**config.mk**
```make
export PLATFORM = sky130hd
export DESIGN_NAME = keyboard_report_queue_top
export DESIGN_NICKNAME = d
export VERILOG_FILES = /design/src/design/krq_pkg.sv /design/src/design/keyboard_report_queue_top.sv /design/src/design/krq_slot_ram.sv
export SDC_FILE = /design/constraint.sdc
export NUM_CORES = 1
export LEC_CHECK = 0
export ABC_AREA = 1
export BUFFER_PORTS_ARGS = -buffer_cell sky130_fd_sc_hd__buf_4
export CORE_UTILIZATION = 50
export DETAILED_ROUTE_END_ITERATION = 7
export PLACE_DENSITY_LB_ADDON = 0.08
export SLEW_MARGIN = 5
export SYNTH_ARGS = -nofsm -noshare
export SYNTH_HDL_FRONTEND = slang
export SYNTH_SLANG_ARGS = --single-unit
```
**constraint.sdc**
```tcl
create_clock -name clk -period 5.7 [get_ports clk]
set_input_delay 0.285 -clock clk [delete_from_list [all_inputs] [get_ports clk]]
set_output_delay 0.285 -clock clk [all_outputs]
set_load 0.01 [all_outputs]
```
**src/design/krq_pkg.sv**
```systemverilog
// Shared types and constants of the keyboard report queue.
// Depends on nothing; the top-level queue module imports it.
package krq_pkg;

    localparam int QUEUE_DEPTH = 8;
    localparam int PTR_SPAN    = 2 * QUEUE_DEPTH;
    localparam int PTR_W       = $clog2(PTR_SPAN);
    localparam int IDX_W       = (QUEUE_DEPTH > 1) ? $clog2(QUEUE_DEPTH) : 1;
    localparam int FILL_W      = $clog2(QUEUE_DEPTH + 1);
    localparam int REPORT_W    = 64;

    localparam logic [1:0] CMD_SUBMIT = 2'd0;
    localparam logic [1:0] CMD_FLUSH  = 2'd1;
    localparam logic [1:0] CMD_ATTACH = 2'd2;
    localparam logic [1:0] CMD_RESUME = 2'd3;

    localparam logic [2:0] ST_SENT      = 3'd0;
    localparam logic [2:0] ST_BUSY      = 3'd1;
    localparam logic [2:0] ST_REFUSED   = 3'd2;
    localparam logic [2:0] ST_DUPLICATE = 3'd3;
    localparam logic [2:0] ST_OVERWROTE = 3'd4;
    localparam logic [2:0] ST_NOTHING   = 3'd5;

    typedef struct packed {
        logic [1:0]          command;
        logic [REPORT_W-1:0] report;
        logic                endpoint_ready;
        logic                send_ok;
    } request_t;

    typedef struct packed {
        logic                send_valid;
        logic [REPORT_W-1:0] send_report;
        logic [2:0]          status;
        logic [3:0]          depth;
        logic [3:0]          depth_peak;
    } result_t;

endpackage

```
**src/design/keyboard_report_queue_top.sv**
```systemverilog
// Top level of the keyboard report queue: command decode, pointers, duplicate record.
// Depends on krq_pkg and krq_slot_ram.

// Usage: the block takes one command item in every clock cycle; busy never rises.
// The result item of a command shows on result for exactly one cycle, marked by
// done, in the cycle right after start was taken; the receiver cannot stall it,
// so it must capture result whenever done is high. That delay comes from
// the registered read port of the slot memory: the head report is read at the
// accept edge and leaves on the next cycle. Slots have no reset; only reports
// from written slots are ever sent, so none is needed.
module keyboard_report_queue_top (
    input  logic              clk,
    input  logic              rst_n,
    input  logic              start,
    output logic              busy,
    input  krq_pkg::request_t request,
    output logic              done,
    output krq_pkg::result_t  result
);
    import krq_pkg::*;

    // Pointer helpers: pointers run modulo twice the depth.
    function automatic logic [PTR_W-1:0] ptr_next(input logic [PTR_W-1:0] p);
        logic [PTR_W:0] s;
        s = {1'b0, p} + (PTR_W+1)'(1);
        return (s >= (PTR_W+1)'(PTR_SPAN)) ? '0 : s[PTR_W-1:0];
    endfunction

    function automatic logic [PTR_W-1:0] ptr_prev(input logic [PTR_W-1:0] p);
        logic [PTR_W:0] s;
        s = (p == '0) ? (PTR_W+1)'(PTR_SPAN - 1) : ({1'b0, p} - (PTR_W+1)'(1));
        return s[PTR_W-1:0];
    endfunction

    function automatic logic [IDX_W-1:0] ptr_index(input logic [PTR_W-1:0] p);
        logic [PTR_W:0] s;
        s = ({1'b0, p} >= (PTR_W+1)'(QUEUE_DEPTH)) ?
            ({1'b0, p} - (PTR_W+1)'(QUEUE_DEPTH)) : {1'b0, p};
        return s[IDX_W-1:0];
    endfunction

    function automatic logic [FILL_W-1:0] fill_of(input logic [PTR_W-1:0] w,
                                                  input logic [PTR_W-1:0] r);
        logic [PTR_W:0] s;
        s = (w >= r) ? ({1'b0, w} - {1'b0, r})
                     : ({1'b0, w} + (PTR_W+1)'(PTR_SPAN) - {1'b0, r});
        return s[FILL_W-1:0];
    endfunction

    logic [PTR_W-1:0]    wr_ptr_reg, wr_ptr_next;
    logic [PTR_W-1:0]    rd_ptr_reg, rd_ptr_next;
    logic [REPORT_W-1:0] last_reg, last_next;
    logic                last_valid_reg, last_valid_next;
    logic [FILL_W-1:0]   peak_reg, peak_next;

    // Result fields held for the strobe cycle.
    logic                done_reg;
    logic                sent_reg, sent_next;
    logic [2:0]          status_reg, status_next;
    logic [FILL_W-1:0]   depth_reg, depth_next;
    logic                fwd_reg, fwd_next;
    logic [REPORT_W-1:0] fwd_data_reg;

    logic                accept;
    logic [FILL_W-1:0]   fill_now, fill_after;
    logic                is_dup, is_full, do_append, do_overwrite, do_offer;
    logic                ram_wr_en;
    logic [IDX_W-1:0]    ram_wr_addr, ram_rd_addr;
    logic [REPORT_W-1:0] ram_rd_data;

    assign busy   = 1'b0;
    assign accept = start && !busy;

    always_comb
    begin
        fill_now     = fill_of(wr_ptr_reg, rd_ptr_reg);
        is_dup       = (request.command == CMD_SUBMIT) && last_valid_reg
                       && (last_reg == request.report);
        is_full      = fill_now >= FILL_W'(QUEUE_DEPTH);
        do_append    = (request.command == CMD_SUBMIT) && !is_dup && !is_full;
        do_overwrite = (request.command == CMD_SUBMIT) && !is_dup && is_full;
        do_offer     = do_append || (request.command == CMD_FLUSH);

        wr_ptr_next     = do_append ? ptr_next(wr_ptr_reg) : wr_ptr_reg;
        rd_ptr_next     = rd_ptr_reg;
        last_next       = last_reg;
        last_valid_next = last_valid_reg;
        peak_next       = peak_reg;
        sent_next       = 1'b0;
        status_next     = ST_NOTHING;

        fill_after = do_append ? fill_now + FILL_W'(1) : fill_now;

        if ((request.command == CMD_SUBMIT) && !is_dup)
        begin
            last_next       = request.report;
            last_valid_next = 1'b1;
        end
        if (do_append && (fill_after > peak_reg))
        begin
            peak_next = fill_after;
        end

        case (request.command)
            CMD_SUBMIT:
            begin
                if (is_dup)
                begin
                    status_next = ST_DUPLICATE;
                end
                else if (do_overwrite)
                begin
                    status_next = ST_OVERWROTE;
                end
            end
            CMD_ATTACH:
            begin
                last_valid_next = 1'b0;
                rd_ptr_next     = wr_ptr_reg;
            end
            CMD_RESUME:
            begin
                last_valid_next = 1'b0;
            end
            default:
            begin
            end
        endcase

        // Offer the head: an append offers at once, a flush offers explicitly.
        if (do_offer)
        begin
            if (fill_after == '0)
            begin
                status_next = ST_NOTHING;
            end
            else if (!request.endpoint_ready)
            begin
                status_next = ST_BUSY;
            end
            else if (!request.send_ok)
            begin
                status_next = ST_REFUSED;
            end
            else
            begin
                status_next = ST_SENT;
                sent_next   = 1'b1;
                rd_ptr_next = ptr_next(rd_ptr_reg);
            end
        end

        depth_next = fill_of(wr_ptr_next, rd_ptr_next);

        ram_wr_en   = accept && (do_append || do_overwrite);
        ram_wr_addr = do_append ? ptr_index(wr_ptr_reg) : ptr_index(ptr_prev(wr_ptr_reg));
        ram_rd_addr = ptr_index(rd_ptr_reg);

        // Forward the report when the head is the slot written in this same cycle.
        fwd_next = ram_wr_en && (ram_wr_addr == ram_rd_addr);
    end

    krq_slot_ram #(
        .WIDTH  (REPORT_W),
        .DEPTH  (QUEUE_DEPTH),
        .ADDR_W (IDX_W)
    ) u_slot_ram (
        .clk     (clk),
        .wr_en   (ram_wr_en),
        .wr_addr (ram_wr_addr),
        .wr_data (request.report),
        .rd_en   (accept),
        .rd_addr (ram_rd_addr),
        .rd_data (ram_rd_data)
    );

    always_ff @(posedge clk or negedge rst_n)
    begin
        if (!rst_n)
        begin
            wr_ptr_reg     <= '0;
            rd_ptr_reg     <= '0;
            last_reg       <= '0;
            last_valid_reg <= 1'b0;
            peak_reg       <= '0;
            done_reg       <= 1'b0;
            sent_reg       <= 1'b0;
            status_reg     <= ST_NOTHING;
            depth_reg      <= '0;
            fwd_reg        <= 1'b0;
        end
        else
        begin
            done_reg <= accept;
            if (accept)
            begin
                wr_ptr_reg     <= wr_ptr_next;
                rd_ptr_reg     <= rd_ptr_next;
                last_reg       <= last_next;
                last_valid_reg <= last_valid_next;
                peak_reg       <= peak_next;
                sent_reg       <= sent_next;
                status_reg     <= status_next;
                depth_reg      <= depth_next;
                fwd_reg        <= fwd_next;
            end
        end
    end

    // Forwarded report is payload: no reset.
    always_ff @(posedge clk)
    begin
        if (accept)
        begin
            fwd_data_reg <= request.report;
        end
    end

    assign done = done_reg;

    always_comb
    begin
        result.send_valid  = sent_reg;
        result.send_report = sent_reg ? (fwd_reg ? fwd_data_reg : ram_rd_data) : '0;
        result.status      = status_reg;
        result.depth       = 4'(depth_reg);
        result.depth_peak  = 4'(peak_reg);
    end

    // Every accepted item yields its result on the next cycle.
    a_done_follows: assert property (@(posedge clk) disable iff (!rst_n)
        accept |=> done)
        else $error("result strobe missing after accepted item");

    // A transmitted report always carries the sent status.
    a_sent_status: assert property (@(posedge clk) disable iff (!rst_n)
        (done && result.send_valid) |-> (result.status == ST_SENT))
        else $error("send_valid without sent status");

    // The fill level never goes past the queue depth.
    a_depth_bound: assert property (@(posedge clk) disable iff (!rst_n)
        (fill_of(wr_ptr_reg, rd_ptr_reg) <= FILL_W'(QUEUE_DEPTH)))
        else $error("queue fill above depth");

    // The peak covers every depth reached, since depth only grows by append.
    a_peak_covers: assert property (@(posedge clk) disable iff (!rst_n)
        (fill_of(wr_ptr_reg, rd_ptr_reg) <= peak_reg))
        else $error("depth above recorded peak");

endmodule

```
**src/design/krq_slot_ram.sv**
```systemverilog
// Simple dual-port slot memory: one write port, one read port, read data registered.
// Generic; no package dependencies.
module krq_slot_ram #(
    parameter int WIDTH  = 64,
    parameter int DEPTH  = 8,
    parameter int ADDR_W = (DEPTH > 1) ? $clog2(DEPTH) : 1
) (
    input  logic              clk,
    input  logic              wr_en,
    input  logic [ADDR_W-1:0] wr_addr,
    input  logic [WIDTH-1:0]  wr_data,
    input  logic              rd_en,
    input  logic [ADDR_W-1:0] rd_addr,
    output logic [WIDTH-1:0]  rd_data
);

    logic [WIDTH-1:0] mem [DEPTH];

    always_ff @(posedge clk)
    begin
        if (wr_en)
        begin
            mem[wr_addr] <= wr_data;
        end
    end

    always_ff @(posedge clk)
    begin
        if (rd_en)
        begin
            rd_data <= mem[rd_addr];
        end
    end

endmodule
```
== Yosys cells after proc, flatten, opt, wreduce, memory -nomap -nowiden ==
Memories as Yosys holds them, arrays and structs flattened. A register that Yosys moved wholly into a read port is not among the register bits.
Index checks and enable logic that the tools add are counted.
Word-level totals
  RAM bits: 512
  bits in registers: 151
  memories kept: 1
  input port bits: 71
  output and inout port bits: 78
  memory bits (read-only): 0
  latch bits: 0
  word-level logic and storage cells: 92
Operators by class
  eq/ne operators: 5
  multiply operators: 0
  divide/modulo/power cells: 0
  bitwise operators: 0
  mux-type cells: 33
  add/sub/neg operators: 13
  reductions and logical operators: 20
  order comparisons: 9
  shift-type cells: 0
Memory list
  u_slot_ram.mem: depth 8, bits a word 64, rd ports 1, clocked after memory_dff 1, write ports 1, RTL line krq_slot_ram.sv:17  | logic [WIDTH-1:0] mem [DEPTH];
Operators by type and width (count)
  two-way mux 64 bit: 2
  == test 64 bit: 1
  two-way mux 4 bit: 12
  two-way mux 3 bit: 8
  greater-or-equal comparator 4 bit (second input constant): 4
  subtractor 4 bit: 4
  adder 4 x 1 -> 4 bit (second input constant): 3
  adder 4 x 1 -> 5 bit (second input constant): 2
  greater-or-equal comparator 5 bit (second input constant): 2
  two-way mux 1 bit: 9
  subtractor 3 x 1 -> 3 bit (second input constant): 3
  greater-or-equal comparator 4 bit: 2
  logical AND 1 bit: 8
  zero test 4 bit: 2
  AND reduction 2 bit: 3
  == test 2 bit (second input constant): 2
  greater-than comparator 4 bit: 1
  two-way mux 2 bit: 2
  subtractor 4 x 1 -> 4 bit (second input constant): 1
  == test 3 bit: 1
  == test 2 x 1 -> 1 bit (second input constant): 1
  zero test 1 bit: 2
  zero test 2 bit: 1
  logical OR 1 bit: 2
  other kinds (2): 2

== Logic depth before layout (Yosys ltp) ==
  depth after elaboration: 12
  depth in mapped cells: 27
  depth with buffers taken out: 26

== By module ==
A second synthesis with hierarchy kept.
Second synthesis, totals
  cell total of the unflattened synthesis: 3313
  area total of the unflattened synthesis: 32446.1 um^2
Modules (own cells, without submodules)
  krq_slot_ram: seq. area each 17296.6 um^2, area each 24298.3 um^2, instances 1, cells each 2294
  keyboard_report_queue_top: seq. area each 4101.4 um^2, area each 8147.8 um^2, instances 1, cells each 1019

== Least setup slack after synthesis ==
Ideal clock, no wire load.
  kind: flip-flop to flip-flop
  start point: register rd_ptr_reg[2]
  end point: memory u_slot_ram.mem[0][0] (enable)
  path slack: -0.087 ns
  cell stages (with the launch flop): 15
  data required time: 5.214 ns
  arrival: 5.301 ns
  library setup time: 0.486 ns
  buffers on the path: 3
  clock period less this slack: 5.787 ns
  cells stage by stage: dfrtp_1 > inv_1 > clkbuf_1 > clkbuf_1 > ha_1 > a21oi_1 > o21ai_1 > xnor2_2 > nand3_2 > buf_6 > nand2_1 > nor2_1 > nor3_1 > nand2_1 > nor2_1
On the way
  longest elaborated chain between the ends: 9
  elaborated cells on any way between the ends: 13
  classes of those cells: 2 x add/sub; 2 x order compare; 4 x mux; 5 x reduce/logical
Ends and longest elaborated chain
  from (decl): RTL line keyboard_report_queue_top.sv:51  | logic [PTR_W-1:0] rd_ptr_reg, rd_ptr_next;
  from (signal assigned): RTL line keyboard_report_queue_top.sv:198  | rd_ptr_reg <= rd_ptr_next;
  subtractor 4 bit, or another cell as far along: RTL line keyboard_report_queue_top.sv:46  | : ({1'b0, w} + (PTR_W+1)'(PTR_SPAN) - {1'b0, r});
  two-way mux 4 bit *: RTL line keyboard_report_queue_top.sv:45  | s = (w >= r) ? ({1'b0, w} - {1'b0, r})
  greater-or-equal comparator 4 bit *: RTL line keyboard_report_queue_top.sv:79  | is_full = fill_now >= FILL_W'(QUEUE_DEPTH);
  zero test 1 bit: RTL line keyboard_report_queue_top.sv:80  | do_append = (request.command == CMD_SUBMIT) && !is_dup && !is_full;
  logical AND 1 bit: RTL line keyboard_report_queue_top.sv:80
  logical OR 1 bit: RTL line keyboard_report_queue_top.sv:155  | ram_wr_en = accept && (do_append || do_overwrite);
  logical AND 1 bit: RTL line keyboard_report_queue_top.sv:155
  two-way mux 1 bit: RTL line krq_slot_ram.sv:21  | if (wr_en)
  two-way mux 1 bit (not written as such): RTL line krq_slot_ram.sv:23  | mem[wr_addr] <= wr_data;
  to (decl): RTL line krq_slot_ram.sv:17
Mark *: on every way between the ends. The rest lies on a longest branch, timed or not.

== Worst setup path after layout ==
  start point: register rd_ptr_reg[2]
  end point: memory u_slot_ram.mem[6][14] (enable)
Same word-level chain as after synthesis.

==> run summary <==
Max Slew Vio Count: 0
FP Rows: 88
Chip Width: 245.1 um
CP Max Fanout: 52
H-tree depth: 3
Final Hold Fails: 0
Clk Latency, worst-skew pair: 0.61 ns
number of max-cap violations: 0
sequential fraction of the synthesis area: 72.40%
Final Cycle Share: 76.64%
crit path launch type: register
synthesized area: 0.02956 sq mm
Hold Path Origin: request[0]
biggest area consumer among synthesized cells: edfxtp_1
CTS Buf Count: 74
slowest cell delay on critical path: 0.74 ns
worst-path cell chain: inv_4, ha_1, a21oi_1, o21ai_1, xnor2_2, nand3_2, inv_2, nand2_1, nand2_1, nand2_1, nor2_4, buf_12
Vias per Instance: 5.469
Core Box Area: 0.05803 sq mm
Req. time, crit path: 5.97 ns
Async S/R FF share, synth: 11.97%
total negative slack: 0 ns
YS warnings: 0
cells after synthesis: 2,537
number of routed nets with antenna violations: 0
n_diodes: 0
Post-synth EDFFs: 640
largest net degree at the start of global routing: 143
IO Pins: 149
Reg clk slew, reported paths: 0.06 ns
initial antenna violation count: 2
I/O Buffers: 147
CTS tree: done
GRT Residual Overflow: 0
Top delay family on crit path: simple AND/OR/NAND/NOR gates
Clock Path Buffers: 3
Setup violations, final: 0
Detailed Route Iter0 Violations: 1,563
Wirelength per Cell: 19.98 um
TritonCTS sink count: 727
ranking of synthesized cells by area: edfxtp_1 65%, nor2_1 7.9%, dfrtp_1 7.2%
Worst Max-Slew Pin Slew: 1.035 ns
dpl cell area: 0.03145 sq mm
Nets: 2,806
leakage: 0.01280 uW
Top reg by flops: u_slot_ram.mem
FF-to-FF setup slack: 1.33 ns
routability cong.: 0.8388
Die Area: 0.06009 sq mm
layout cells sized above 1: 11.81%
final period demand of the worst path: 4.368 ns
Post-CTS Setup Bufs: 0
pwr dens: 461.4 mW/mm^2
Resize count post-CTS: 0
status: finished, final reports clean
clk_skew: 0.01990 ns
most numerous cell in the Yosys netlist: edfxtp_1
worst flop-to-flop path startpoint: rd_ptr_reg[2]
clk root buf: clkbuf_16
VDD IR max: 0.0002918 V
final instance area: 0.03453 sq mm
DP HPWL: 39,310 um
Initial Util: 50.94%
worst path bufs/invs: 3
# DRC: 0
Area Growth Syn to Fin: 16.84%
critical path type: reg -> reg
area share of the largest cell type after synthesis: 65.02%
Filler Cell Count: 4,636
unrepaired setup endpoints after global routing: no
final core utilization: 59.52%
first-pass iteration count of the detailed router: 5
total track usage: 24.03%
Most Frequent Cell on Critical Path: nand2_1
unique cell type count in the Yosys netlist: 41
Worst Setup SP: rd_ptr_reg[2]
worst rel slew slack: 31.01%
FMAX: 228.9 MHz
height of the chip: 245.1 um
syn_nets: 2,624
CP Capture Type: register
drt total wl: 70,780 um
number of global-route vias before repair: 18,850
Crit-path slowest cell: nor2_4
DR vias: 19,380
worst min path class: in -> reg
Post-synth top cells: 640 x edfxtp_1, 622 x nor2_1, 376 x o21ai_0, 306 x nand2_1, 116 x clkbuf_1
first-pass GRT wire length: 110,100 um
FF+latch count, synth: 727
syn avg cell area: 11.65 sq um
max reg flops: 512
Main synth FF type: edfxtp_1
CP arrival: 4.64 ns
[where the power goes]
part	total [uW]	switching (uW)	leakage, uW	internal [uW]
Sequential	6980	387	0.00693	6590
Clock	4840	1970	0.00118	2860
Combinational	4120	2790	0.00470	1320
[worst register-to-register path, cell delays in order (launching register included)]
cell and delay, ns:
dfrtp_1 0.47, inv_4 0.52, ha_1 0.40, a21oi_1 0.14, o21ai_1 0.12, xnor2_2 0.25
nand3_2 0.30, inv_2 0.20, nand2_1 0.10, nand2_1 0.10, nand2_1 0.25, nor2_4 0.74
buf_12 0.40
[through the flow]
stage	total power, uW	worst slack (ns)	cells	hold slack (ns)
after global placement	11080	1.476	3342	0.2224
final	15930	1.332	3543	0.06221
after CTS	16030	1.335	3543	0.02626
after floorplan	9694	-0.08736	2537	-0.01059
after global routing	16790	1.066	3543	0.1030
after detailed placement	11160	1.369	3342	0.2282
[cells in the final DEF (no fill, tap or decap), types with 5 or more instances in the layout]
cell and n:
nand2_1 306, a31oi_1 66, inv_1 97, nand4_1 7, clkbuf_8 5, buf_4 176
nor2_4 11, o21ai_1 10, xnor2_1 31, a21oi_1 8, dlygate4sd3_1 66, nand3_1 17
bufinv_16 6, nand3_2 5, edfxtp_1 640, inv_2 6, ha_1 15, o22ai_1 64
nor2_1 613, nand2_2 6, o21ai_0 376, xor2_1 5, clkinv_1 16, dfrtp_1 81
clkbuf_1 18, clkinv_2 8, clkbuf_16 79
[path summary, 6_finish.rpt]
check | endpoint | cells after the start
setup / recovery | u_slot_ram.mem[6][14] | 12
hold / removal | status_reg[1] | 4
setup reg to reg | u_slot_ram.mem[6][14] | 12
hold reg to reg | last_reg[6] | 2
max in group asynchronous | rd_ptr_reg[1] | 3
min in group asynchronous | last_reg[58] | 2
[logic make-up (layout without fill, tap and decap cells)]
group	Yosys count	after routing	synth area share, %
AO/OA/AOI/OAI	530	530	9.593
adder cells (fa/ha/maj)	16	16	0.7027
flip-flops	727	727	72.40
AND/OR/NAND/NOR	979	979	12.98
XOR/XNOR	37	37	1.122
buffers and inverters	247	488	3.192
other	1	1	0.01269
[repair_timing]
item	in CTS	in global routing
hold endpoints to repair	656	0
endpoints found under the setup margin	0	0
hold buffers	66	0
[area by class of cell]
class	instances	area, sq um	share of cell area, %
Sequential cell	727	21410	61.99
Multi-Input combinational cell	1563	7282	21.09
Clock buffer	102	2113	6.119
Inverter	107	411.6	1.192
Tap cell	765	957.2	2.772
Timing Repair Buffer	246	2053	5.945
Clock inverter	33	309.0	0.8949
[metal layers]
layer  global-route usage [%]  up-vias  wire length, um
li1                         -     9193                -
met1                    34.33     9556            32080
met2                    38.43      518            33560
met3                    3.160      111             3621
met4                    7.408        0             1521
met5                        0        -                0
Note: power is estimated with default switching activity, not from simulation.
